File: src/rtl/nfls_pkg.sv
// Shared constants, codes and types of the nearest fogged light selector.
package nfls_pkg;

  // Field and register widths
  localparam int POS_W      = 24;
  localparam int ZONE_W     = 8;
  localparam int RADIUS_W   = 8;
  localparam int CMD_W      = 2;
  localparam int IDX_W      = 16;
  localparam int CNT_W      = 17;
  localparam int CFG_W      = 64;
  localparam int CFG_IDX_W  = 3;
  localparam int ZCNT_W     = 9;
  localparam int FOG_WORDS  = 4;
  localparam int FOG_BITS   = FOG_WORDS * CFG_W;

  // Sizing
  localparam int CAPACITY   = 8;
  localparam int MAX_LIGHTS = 4096;
  localparam int COORD_BITS = 24;

  // Derived widths
  localparam int DIFF_W  = COORD_BITS + 1;
  localparam int MAG_W   = DIFF_W;
  localparam int SQ_W    = 2 * MAG_W;
  localparam int DIST_W  = SQ_W + 2;
  localparam int SLOT_W  = (CAPACITY > 1) ? $clog2(CAPACITY) : 1;
  localparam int KEPT_W  = $clog2(CAPACITY + 1);
  localparam int ARR_W   = $clog2(MAX_LIGHTS + 1);

  // Queue between front and back
  localparam int QUEUE_DEPTH = 2;
  localparam int QPTR_W      = (QUEUE_DEPTH > 1) ? $clog2(QUEUE_DEPTH) : 1;
  localparam int QCNT_W      = $clog2(QUEUE_DEPTH + 1);

  // Request commands
  localparam logic [CMD_W-1:0] CMD_BEGIN = 2'd0;
  localparam logic [CMD_W-1:0] CMD_LIGHT = 2'd1;
  localparam logic [CMD_W-1:0] CMD_END   = 2'd2;

  // Configuration register indexes
  localparam logic [CFG_IDX_W-1:0] REG_FOG_LO     = 3'd0;
  localparam logic [CFG_IDX_W-1:0] REG_FOG_MID_LO = 3'd1;
  localparam logic [CFG_IDX_W-1:0] REG_FOG_MID_HI = 3'd2;
  localparam logic [CFG_IDX_W-1:0] REG_FOG_HI     = 3'd3;
  localparam logic [CFG_IDX_W-1:0] REG_ZONE_COUNT = 3'd4;

  // Operation kinds carried through the queue
  localparam logic [1:0] OP_BEGIN = 2'd0;
  localparam logic [1:0] OP_LIGHT = 2'd1;
  localparam logic [1:0] OP_END   = 2'd2;

  typedef logic signed [COORD_BITS-1:0] coord_t;

  typedef struct packed {
    logic [1:0]       kind;
    coord_t           pos_x;
    coord_t           pos_y;
    coord_t           pos_z;
    logic [IDX_W-1:0] idx;
    logic [CNT_W-1:0] count;
  } op_t;

  // Field bits read as a COORD_BITS two's complement value
  function automatic coord_t coord_of(input logic [POS_W-1:0] raw);
    return coord_t'(COORD_BITS'(raw));
  endfunction

endpackage

File: src/rtl/nearest_fogged_light_select_top.sv
// Top level of the nearest fogged light selector.
//
// Requests arrive on the in_ channel (valid/ready): begin latches the eye and
// camera zone, light offers one light, end asks for the result list. Results
// leave on the out_ channel (valid/ready), one per kept light, nearest first,
// with out_last on the final one; an empty selection gives one result with
// out_has_index low. Registers are written through cfg_we/cfg_index/cfg_wdata;
// the user must write them only while the block is idle; it is not enforced.
// The front end classifies one request per cycle, while the queue is not full,
// into a two-entry queue. The back end takes a begin in its idle state, a light
// as a pop, three squares and a final sum through one shared multiplier and an
// insert step, and an end as one result per cycle while the receiver takes them,
// or one result for an empty selection; that shared multiplier sets the light
// rate. Lights that are not candidates never enter the queue. An end's first
// result passes its queue entry, the emit state and the output register.
// Reset (synchronous, rst_n low) clears registers, counters and the kept list.
// A stalled receiver holds the output register; the back end and then the
// queue fill, and in_ready drops.
module nearest_fogged_light_select_top (
  input  logic                              clk,
  input  logic                              rst_n,
  input  logic                              in_valid,
  output logic                              in_ready,
  input  logic [nfls_pkg::CMD_W-1:0]        in_cmd,
  input  logic signed [nfls_pkg::POS_W-1:0] in_pos_x,
  input  logic signed [nfls_pkg::POS_W-1:0] in_pos_y,
  input  logic signed [nfls_pkg::POS_W-1:0] in_pos_z,
  input  logic [nfls_pkg::ZONE_W-1:0]       in_zone,
  input  logic [nfls_pkg::RADIUS_W-1:0]     in_volume_radius,
  output logic                              out_valid,
  input  logic                              out_ready,
  output logic [nfls_pkg::IDX_W-1:0]        out_light_index,
  output logic                              out_has_index,
  output logic [nfls_pkg::CNT_W-1:0]        out_dropped,
  output logic                              out_last,
  input  logic                              cfg_we,
  input  logic [nfls_pkg::CFG_IDX_W-1:0]    cfg_index,
  input  logic [nfls_pkg::CFG_W-1:0]        cfg_wdata
);

  logic          q_push, q_full, q_pop, q_empty;
  nfls_pkg::op_t q_op, q_head;

  nfls_front u_front (
    .clk              (clk),
    .rst_n            (rst_n),
    .in_valid         (in_valid),
    .in_ready         (in_ready),
    .in_cmd           (in_cmd),
    .in_pos_x         (in_pos_x),
    .in_pos_y         (in_pos_y),
    .in_pos_z         (in_pos_z),
    .in_zone          (in_zone),
    .in_volume_radius (in_volume_radius),
    .cfg_we           (cfg_we),
    .cfg_index        (cfg_index),
    .cfg_wdata        (cfg_wdata),
    .q_full           (q_full),
    .q_push           (q_push),
    .q_op             (q_op)
  );

  nfls_queue u_queue (
    .clk     (clk),
    .rst_n   (rst_n),
    .push    (q_push),
    .push_op (q_op),
    .full    (q_full),
    .pop     (q_pop),
    .empty   (q_empty),
    .head_op (q_head)
  );

  nfls_back u_back (
    .clk             (clk),
    .rst_n           (rst_n),
    .q_empty         (q_empty),
    .q_pop           (q_pop),
    .q_head          (q_head),
    .out_valid       (out_valid),
    .out_ready       (out_ready),
    .out_light_index (out_light_index),
    .out_has_index   (out_has_index),
    .out_dropped     (out_dropped),
    .out_last        (out_last)
  );

`ifndef SYNTHESIS
  // Queue is never written while full
  a_no_push_full: assert property (@(posedge clk) disable iff (!rst_n)
    q_push |-> !q_full)
    else $error("queue push while full");

  // Queue is never read while empty
  a_no_pop_empty: assert property (@(posedge clk) disable iff (!rst_n)
    q_pop |-> !q_empty)
    else $error("queue pop while empty");

  // Empty selection is a single final result with nothing dropped
  a_empty_result: assert property (@(posedge clk) disable iff (!rst_n)
    (out_valid && !out_has_index) |-> (out_last && (out_light_index == '0)
                                       && (out_dropped == '0)))
    else $error("malformed empty selection result");
`endif

endmodule

File: src/rtl/nfls_front.sv
// Front end: configuration, request classification and per-frame counters.
module nfls_front (
  input  logic                              clk,
  input  logic                              rst_n,
  input  logic                              in_valid,
  output logic                              in_ready,
  input  logic [nfls_pkg::CMD_W-1:0]        in_cmd,
  input  logic signed [nfls_pkg::POS_W-1:0] in_pos_x,
  input  logic signed [nfls_pkg::POS_W-1:0] in_pos_y,
  input  logic signed [nfls_pkg::POS_W-1:0] in_pos_z,
  input  logic [nfls_pkg::ZONE_W-1:0]       in_zone,
  input  logic [nfls_pkg::RADIUS_W-1:0]     in_volume_radius,
  input  logic                              cfg_we,
  input  logic [nfls_pkg::CFG_IDX_W-1:0]    cfg_index,
  input  logic [nfls_pkg::CFG_W-1:0]        cfg_wdata,
  input  logic                              q_full,
  output logic                              q_push,
  output nfls_pkg::op_t                     q_op
);

  logic [nfls_pkg::FOG_BITS-1:0] fog_r;
  logic [nfls_pkg::ZCNT_W-1:0]   zone_count_r;
  logic                          camera_foggy_r, camera_foggy_nxt;
  logic [nfls_pkg::ARR_W-1:0]    arrival_r, arrival_nxt;
  logic [nfls_pkg::CNT_W-1:0]    cand_r, cand_nxt;
  logic                          accept;
  logic                          zone_is_foggy;
  logic [nfls_pkg::ZONE_W-1:0]   zone_sel;

  // Configuration writes
  always_ff @(posedge clk) begin
    if (!rst_n) begin
      fog_r        <= '0;
      zone_count_r <= '0;
    end else if (cfg_we) begin
      case (cfg_index)
        nfls_pkg::REG_FOG_LO:     fog_r[0*nfls_pkg::CFG_W +: nfls_pkg::CFG_W] <= cfg_wdata;
        nfls_pkg::REG_FOG_MID_LO: fog_r[1*nfls_pkg::CFG_W +: nfls_pkg::CFG_W] <= cfg_wdata;
        nfls_pkg::REG_FOG_MID_HI: fog_r[2*nfls_pkg::CFG_W +: nfls_pkg::CFG_W] <= cfg_wdata;
        nfls_pkg::REG_FOG_HI:     fog_r[3*nfls_pkg::CFG_W +: nfls_pkg::CFG_W] <= cfg_wdata;
        nfls_pkg::REG_ZONE_COUNT: zone_count_r <= cfg_wdata[nfls_pkg::ZCNT_W-1:0];
        default: ;
      endcase
    end
  end

  // Fog test: out-of-range zones fall back to zone 0
  assign zone_sel = ({1'b0, in_zone} >= zone_count_r) ? '0 : in_zone;
  assign zone_is_foggy = (zone_count_r != '0) && fog_r[zone_sel];

  assign in_ready = !q_full;
  assign accept   = in_valid && in_ready;

  // Classify the request and build the queue entry
  always_comb begin
    camera_foggy_nxt = camera_foggy_r;
    arrival_nxt      = arrival_r;
    cand_nxt         = cand_r;
    q_push           = 1'b0;
    q_op.kind        = nfls_pkg::OP_END;
    q_op.pos_x       = nfls_pkg::coord_of(in_pos_x);
    q_op.pos_y       = nfls_pkg::coord_of(in_pos_y);
    q_op.pos_z       = nfls_pkg::coord_of(in_pos_z);
    q_op.idx         = nfls_pkg::IDX_W'(arrival_r);
    q_op.count       = cand_r;
    if (accept) begin
      case (in_cmd)
        nfls_pkg::CMD_BEGIN: begin
          camera_foggy_nxt = zone_is_foggy;
          arrival_nxt      = '0;
          cand_nxt         = '0;
          q_push           = 1'b1;
          q_op.kind        = nfls_pkg::OP_BEGIN;
        end
        nfls_pkg::CMD_LIGHT: begin
          if (arrival_r < nfls_pkg::ARR_W'(nfls_pkg::MAX_LIGHTS)) begin
            arrival_nxt = arrival_r + 1'b1;
            if (camera_foggy_r && (in_volume_radius != '0) && zone_is_foggy) begin
              q_push    = 1'b1;
              q_op.kind = nfls_pkg::OP_LIGHT;
              if (cand_r != {nfls_pkg::CNT_W{1'b1}}) begin
                cand_nxt = cand_r + 1'b1;
              end
            end
          end
        end
        nfls_pkg::CMD_END: begin
          q_push    = 1'b1;
          q_op.kind = nfls_pkg::OP_END;
        end
        default: ;
      endcase
    end
  end

  // Frame counters
  always_ff @(posedge clk) begin
    if (!rst_n) begin
      camera_foggy_r <= 1'b0;
      arrival_r      <= '0;
      cand_r         <= '0;
    end else begin
      camera_foggy_r <= camera_foggy_nxt;
      arrival_r      <= arrival_nxt;
      cand_r         <= cand_nxt;
    end
  end

endmodule

File: src/rtl/nfls_queue.sv
// Short register queue of classified operations between front and back.
module nfls_queue (
  input  logic          clk,
  input  logic          rst_n,
  input  logic          push,
  input  nfls_pkg::op_t push_op,
  output logic          full,
  input  logic          pop,
  output logic          empty,
  output nfls_pkg::op_t head_op
);

  nfls_pkg::op_t                entry_r [nfls_pkg::QUEUE_DEPTH];
  logic [nfls_pkg::QPTR_W-1:0]  wr_ptr_r, rd_ptr_r;
  logic [nfls_pkg::QCNT_W-1:0]  count_r;

  localparam logic [nfls_pkg::QPTR_W-1:0] LAST_PTR = nfls_pkg::QPTR_W'(nfls_pkg::QUEUE_DEPTH - 1);

  assign full    = (count_r == nfls_pkg::QCNT_W'(nfls_pkg::QUEUE_DEPTH));
  assign empty   = (count_r == '0);
  assign head_op = entry_r[rd_ptr_r];

  // Entry storage
  always_ff @(posedge clk) begin
    if (push) begin
      entry_r[wr_ptr_r] <= push_op;
    end
  end

  // Pointers and fill count
  always_ff @(posedge clk) begin
    if (!rst_n) begin
      wr_ptr_r <= '0;
      rd_ptr_r <= '0;
      count_r  <= '0;
    end else begin
      if (push) begin
        wr_ptr_r <= (wr_ptr_r == LAST_PTR) ? '0 : wr_ptr_r + 1'b1;
      end
      if (pop) begin
        rd_ptr_r <= (rd_ptr_r == LAST_PTR) ? '0 : rd_ptr_r + 1'b1;
      end
      case ({push, pop})
        2'b10:   count_r <= count_r + 1'b1;
        2'b01:   count_r <= count_r - 1'b1;
        default: ;
      endcase
    end
  end

endmodule

File: src/rtl/nfls_back.sv
// Back end: squared distance, sorted insertion chain and result sequencing.
module nfls_back (
  input  logic                          clk,
  input  logic                          rst_n,
  input  logic                          q_empty,
  output logic                          q_pop,
  input  nfls_pkg::op_t                 q_head,
  output logic                          out_valid,
  input  logic                          out_ready,
  output logic [nfls_pkg::IDX_W-1:0]    out_light_index,
  output logic                          out_has_index,
  output logic [nfls_pkg::CNT_W-1:0]    out_dropped,
  output logic                          out_last
);

  localparam logic [1:0] ST_IDLE   = 2'd0;
  localparam logic [1:0] ST_SQUARE = 2'd1;
  localparam logic [1:0] ST_INSERT = 2'd2;
  localparam logic [1:0] ST_EMIT   = 2'd3;

  localparam int CAP = nfls_pkg::CAPACITY;

  logic [1:0]                         state_r;
  nfls_pkg::coord_t                   eye_x_r, eye_y_r, eye_z_r;
  logic signed [nfls_pkg::DIFF_W-1:0] diff_x_r, diff_y_r, diff_z_r, diff_sel;
  logic [1:0]                         step_r;
  logic [nfls_pkg::MAG_W-1:0]         mag;
  logic [nfls_pkg::SQ_W-1:0]          prod_r;
  logic [nfls_pkg::DIST_W-1:0]        acc_r;
  logic [nfls_pkg::IDX_W-1:0]         idx_r;

  logic [nfls_pkg::DIST_W-1:0]        slot_dist_r [CAP];
  logic [nfls_pkg::IDX_W-1:0]         slot_idx_r  [CAP];
  logic [CAP-1:0]                     slot_valid_r;
  logic [nfls_pkg::DIST_W-1:0]        slot_dist_nxt [CAP];
  logic [nfls_pkg::IDX_W-1:0]         slot_idx_nxt  [CAP];
  logic [CAP-1:0]                     slot_valid_nxt;
  logic [CAP-1:0]                     lt, lt_prev;

  logic [nfls_pkg::KEPT_W-1:0]        kept_now, kept_r, emit_ptr_r;
  logic [nfls_pkg::CNT_W-1:0]         dropped_now, dropped_r;
  logic                               out_free, emit_last;

  logic                               out_valid_r;
  logic [nfls_pkg::IDX_W-1:0]         out_idx_r;
  logic                               out_has_r, out_last_r;
  logic [nfls_pkg::CNT_W-1:0]         out_dropped_r;

  assign q_pop = (state_r == ST_IDLE) && !q_empty;

  // Kept count and overflow count at end of frame
  assign kept_now    = nfls_pkg::KEPT_W'($countones(slot_valid_r));
  assign dropped_now = (q_head.count > nfls_pkg::CNT_W'(kept_now)) ?
                       q_head.count - nfls_pkg::CNT_W'(kept_now) : '0;

  // One axis squared per cycle through a shared multiplier
  always_comb begin
    case (step_r)
      2'd0:    diff_sel = diff_x_r;
      2'd1:    diff_sel = diff_y_r;
      default: diff_sel = diff_z_r;
    endcase
    mag = diff_sel[nfls_pkg::DIFF_W-1] ? nfls_pkg::MAG_W'(-diff_sel)
                                       : nfls_pkg::MAG_W'(diff_sel);
  end

  // Insertion chain: new entry goes ahead of the first strictly farther slot
  always_comb begin
    for (int k = 0; k < CAP; k++) begin
      lt[k] = !slot_valid_r[k] || (acc_r < slot_dist_r[k]);
    end
    lt_prev = lt << 1;
    for (int k = 0; k < CAP; k++) begin
      if (lt_prev[k]) begin
        slot_dist_nxt[k]  = slot_dist_r[k - ((k == 0) ? 0 : 1)];
        slot_idx_nxt[k]   = slot_idx_r[k - ((k == 0) ? 0 : 1)];
        slot_valid_nxt[k] = slot_valid_r[k - ((k == 0) ? 0 : 1)];
      end else if (lt[k]) begin
        slot_dist_nxt[k]  = acc_r;
        slot_idx_nxt[k]   = idx_r;
        slot_valid_nxt[k] = 1'b1;
      end else begin
        slot_dist_nxt[k]  = slot_dist_r[k];
        slot_idx_nxt[k]   = slot_idx_r[k];
        slot_valid_nxt[k] = slot_valid_r[k];
      end
    end
  end

  assign out_free  = !out_valid_r || out_ready;
  assign emit_last = (kept_r == '0) || (emit_ptr_r == kept_r - 1'b1);

  // Sequencer
  always_ff @(posedge clk) begin
    if (!rst_n) begin
      state_r      <= ST_IDLE;
      slot_valid_r <= '0;
      eye_x_r      <= '0;
      eye_y_r      <= '0;
      eye_z_r      <= '0;
      step_r       <= '0;
      emit_ptr_r   <= '0;
    end else begin
      case (state_r)
        ST_IDLE: begin
          if (!q_empty) begin
            case (q_head.kind)
              nfls_pkg::OP_BEGIN: begin
                eye_x_r      <= q_head.pos_x;
                eye_y_r      <= q_head.pos_y;
                eye_z_r      <= q_head.pos_z;
                slot_valid_r <= '0;
              end
              nfls_pkg::OP_LIGHT: begin
                step_r  <= '0;
                state_r <= ST_SQUARE;
              end
              nfls_pkg::OP_END: begin
                emit_ptr_r <= '0;
                state_r    <= ST_EMIT;
              end
              default: ;
            endcase
          end
        end
        ST_SQUARE: begin
          step_r <= step_r + 1'b1;
          if (step_r == 2'd3) begin
            state_r <= ST_INSERT;
          end
        end
        ST_INSERT: begin
          slot_valid_r <= slot_valid_nxt;
          state_r      <= ST_IDLE;
        end
        ST_EMIT: begin
          if (out_free) begin
            emit_ptr_r <= emit_ptr_r + 1'b1;
            if (emit_last) begin
              state_r <= ST_IDLE;
            end
          end
        end
        default: state_r <= ST_IDLE;
      endcase
    end
  end

  // Datapath registers
  always_ff @(posedge clk) begin
    if (q_pop && (q_head.kind == nfls_pkg::OP_LIGHT)) begin
      diff_x_r <= nfls_pkg::DIFF_W'(q_head.pos_x) - nfls_pkg::DIFF_W'(eye_x_r);
      diff_y_r <= nfls_pkg::DIFF_W'(q_head.pos_y) - nfls_pkg::DIFF_W'(eye_y_r);
      diff_z_r <= nfls_pkg::DIFF_W'(q_head.pos_z) - nfls_pkg::DIFF_W'(eye_z_r);
      idx_r    <= q_head.idx;
    end
    if (q_pop && (q_head.kind == nfls_pkg::OP_END)) begin
      kept_r    <= kept_now;
      dropped_r <= dropped_now;
    end
    if (state_r == ST_SQUARE) begin
      prod_r <= mag * mag;
      if (step_r == 2'd0) begin
        acc_r <= '0;
      end else begin
        acc_r <= acc_r + nfls_pkg::DIST_W'(prod_r);
      end
    end
    if (state_r == ST_INSERT) begin
      slot_dist_r <= slot_dist_nxt;
      slot_idx_r  <= slot_idx_nxt;
    end
  end

  // Output register
  always_ff @(posedge clk) begin
    if (!rst_n) begin
      out_valid_r <= 1'b0;
    end else if ((state_r == ST_EMIT) && out_free) begin
      out_valid_r <= 1'b1;
    end else if (out_ready) begin
      out_valid_r <= 1'b0;
    end
  end

  always_ff @(posedge clk) begin
    if ((state_r == ST_EMIT) && out_free) begin
      out_has_r     <= (kept_r != '0);
      out_idx_r     <= (kept_r != '0) ? slot_idx_r[emit_ptr_r[nfls_pkg::SLOT_W-1:0]] : '0;
      out_dropped_r <= dropped_r;
      out_last_r    <= emit_last;
    end
  end

  assign out_valid       = out_valid_r;
  assign out_light_index = out_idx_r;
  assign out_has_index   = out_has_r;
  assign out_dropped     = out_dropped_r;
  assign out_last        = out_last_r;

endmodule
File: config.mk
export PLATFORM = sky130hd
export DESIGN_NAME = nearest_fogged_light_select_top
export DESIGN_NICKNAME = d
export VERILOG_FILES = /design/src/rtl/nfls_pkg.sv /design/src/rtl/nearest_fogged_light_select_top.sv /design/src/rtl/nfls_front.sv /design/src/rtl/nfls_queue.sv /design/src/rtl/nfls_back.sv
export SDC_FILE = /design/constraint.sdc
export NUM_CORES = 2
export LEC_CHECK = 0
export BUFFER_PORTS_ARGS = -buffer_cell sky130_fd_sc_hd__clkbuf_2
export CORE_MARGIN = 2
export CORE_UTILIZATION = 55
export CTS_CLUSTER_SIZE = 24
export DETAILED_ROUTE_END_ITERATION = 6
export GPL_TIMING_DRIVEN = 0
export PLACE_DENSITY = 0.79
export REMOVE_ABC_BUFFERS = 1
export SYNTH_ARGS = -nofsm -noshare
export SYNTH_HDL_FRONTEND = slang
export SYNTH_SLANG_ARGS = --single-unit
File: constraint.sdc
create_clock -name clk -period 10.77 [get_ports clk]
set_clock_uncertainty 0.15 [all_clocks]
set_input_delay 0.5385 -clock clk [delete_from_list [all_inputs] [get_ports clk]]
set_output_delay 0.5385 -clock clk [all_outputs]
set_load 0.02 [all_outputs]
==> reports/metrics.cfg <==
[clock_tree]
cts.reportedPaths.clkPinSlew_ns = 0.06
root_buffer = clkbuf_16
htree_levels = 4
clkSinkCount = 1360
clock_path_buffers = 3
numCtsBuffers = 146
insertion_delay_ns = 0.80
cts_tree = yes

[finish]
final_core_util = 0.6236
final_cells = 11020
nets = 10090
fin_area_mm2 = 0.1012
drive_gt1_frac = 0.1464
area_delta_synth_final_pct = 12.87

[synth]
synth.most_common_cell = inv_1
ys_ff_latch = 1360
synth_edf_count = 970
synth_common_cells = 1201 x inv_1, 1003 x nand2_1, 970 x edfxtp_1
async_reset_ff_frac = 0
synth_cell_types = 88
syn_avg_cell_area_um2 = 10.73
yosysTopAreaCell = edfxtp_1
synth_ff_type = edfxtp_1
yosysSeqAreaShare = 0.4121
netlist_area_mm2 = 0.08962
synth_area_leaders = edfxtp_1 33%, fa_1 11%, ha_1 10%, dfxtp_1 8.7%, mux2_2 6.9%
ys_warn_count = 0
syn_inst = 8352
yosysTopAreaCellShare = 0.3250

[detailed_routing]
ant_nets = 0
drt_drc_violations_left = 0
num_vias = 63610
vias_per_cell = 5.775
detail_route.wl_per_cell_um = 19.74
drt-initial-drc-count = 5341
firstDrtPassIters = 6
totalWireLength_um = 217500

[floorplanning]
die-height_um = 407.7
top_level_ports = 199
coreArea_mm2 = 0.1622
initial_core_util = 0.5525
die_w_um = 407.7
die_area_mm2 = 0.1662
rows = 148

[sta]
finalHoldWorstSlack_ns = 0.03863
slew_headroom = 0.009423
setup_viol = 0
period_minus_slack_ns = 10.69
min_period_over_period = 0.9928
final_hold_viol_count = 0
max_freq_ghz = 0.09353
drv_slew = 0
worst_pin_slew_ns = 1.486

[job]
cap_violations = 1

[critical_path]
critPathLaunchType = flip-flop
worstSetupPathType = reg -> reg
cp.required_ns = 11.14
crit_path_max_fanout = 7
r2r_slack_ns = 0.08
crit_slowest_cell = fa_1
crit_top_cell = fa_1
end_kind = flip-flop
crit_arrival_ns = 11.06
max_stage_delay_ns = 0.57

[outcome]
violations = max-capacitance violations
status = finished with violations

[place]
io_buffers = 195
placedCellCount = 10490
routabilityCongestion = 0.9219
place_area_mm2 = 0.09366
dpl.hpwl_um = 149400

[grt]
antenna_found_initial = 19
grt_max_degree = 176
grt_pass1_vias = 65920
grt_usage = 0.2546
grt_remaining_overflow = 0
grt_pass1_wl_um = 343200

[worst_hold_path]
hp-class = in -> reg

## routing by layer
| layer | up-vias | track usage | wire length, um |
|---|---|---|---|
| li1 | 29440 | - | - |
| met1 | 31220 | 0.3152 | 85690 |
| met2 | 2306 | 0.4447 | 107300 |
| met3 | 647 | 0.03680 | 14640 |
| met4 | 4 | 0.1073 | 9824 |
| met5 | - | 0 | 28 |
## flip-flops by register name (all words and copies together), names as in the netlist, 24 cells and up, named ones only
| register | count |
|---|---|
| u_back.diff_y_r | 25 |
| u_front.fog_r | 256 |
| u_back.slot_dist_r | 416 |
| u_queue.entry_r | 208 |
| u_back.acc_r | 52 |
| u_back.diff_x_r | 25 |
| u_back.diff_z_r | 25 |
| u_back.eye_z_r | 24 |
| u_back.eye_y_r | 24 |
| u_back.eye_x_r | 24 |
| u_back.slot_idx_r | 104 |
| u_back.prod_r | 49 |
## worst paths after layout
check	startpoint	to	depth (start not counted)
hold reg to reg	u_back.dropped_r[10]	u_back.out_dropped[10]	0
setup reg to reg	u_back.step_r[1]	u_back.prod_r[49]	40
hold / removal	out_ready	u_back.out_valid	3
setup / recovery	u_back.step_r[1]	u_back.prod_r[49]	40
## layout make-up
cell class	instances	area [um2]
fillers	12220	61060
multi-input cells	5495	47780
flip-flops and latches	1360	36940
inverters	1211	4618
repair buffers	492	4342
clock buffers	196	4016
well taps	2175	2721
clock inverters	70	685.7
diodes	16	40.04
## cells in the final DEF, fill, tap and decap left out, types with 32 or more instances in the layout
cell type / n
a211oi_1: 47
a21boi_0: 349
a21o_1: 202
a21oi_1: 292
and2_1: 32
buf_4: 93
clkbuf_1: 37
clkbuf_16: 150
clkbuf_2: 192
dfxtp_1: 385
dlygate4sd3_1: 137
edfxtp_1: 970
fa_1: 484
ha_1: 737
inv_1: 1188
mux2_2: 547
mux2i_1: 98
mux4_2: 32
nand2_1: 996
nand2b_1: 47
nand3_1: 85
nand4_1: 82
nor2_1: 395
nor2b_1: 82
nor3_1: 54
o21a_1: 32
o21ai_0: 166
xnor2_1: 129
xor2_1: 60
## worst max-delay path, delay by kind of cell, from the launching register on
family / cells / cell delay (ns)
and+or+nand+nor: 9 / 1.86
DFF: 1 / 0.39
xor gates and xnor gates: 2 / 0.28
buffers and inverters: 11 / 1.45
adders and majority gates: 9 / 4.10
AOI/OAI and AO/OA: 9 / 2.18
## timing repair
action | CTS | global route
buffers inserted | 51 | 48
endpoints found under the setup margin | 38 | 17
hold buffers | 137 | 0
pin swaps | 11 | 14
endpoints found under the hold margin | 411 | 0
resized for setup | 55 | 50
cloned | 1 | 1
## metrics by stage
stage          worst slack (ns)  TNS (ns)
3_5_place_dp             -4.146   -114.91
4_1_cts                 0.02230         0
6_report                0.07788         0
3_3_place_gp             -5.719  -1651.48
2_1_floorplan           -0.9701    -9.008
5_1_grt                 -0.2174   -0.4519
## cell families (layout without fill, tap and decap cells)
kind of cell / count (synthesis) / in the layout / synth area share
other cells: 2 / 38 / 0.00008380
compound gates: 1435 / 1435 / 0.1096
fa+ha+maj: 1225 / 1225 / 0.2116
xor+xnor: 213 / 213 / 0.02082
flops: 1360 / 1360 / 0.4121
mux: 677 / 677 / 0.08772
buf+inv: 1518 / 1969 / 0.06470
simple gates: 1922 / 1923 / 0.09340
Power is not shown: default switching activity piles up to over one toggle a cycle in this logic, so the estimate is an artifact.
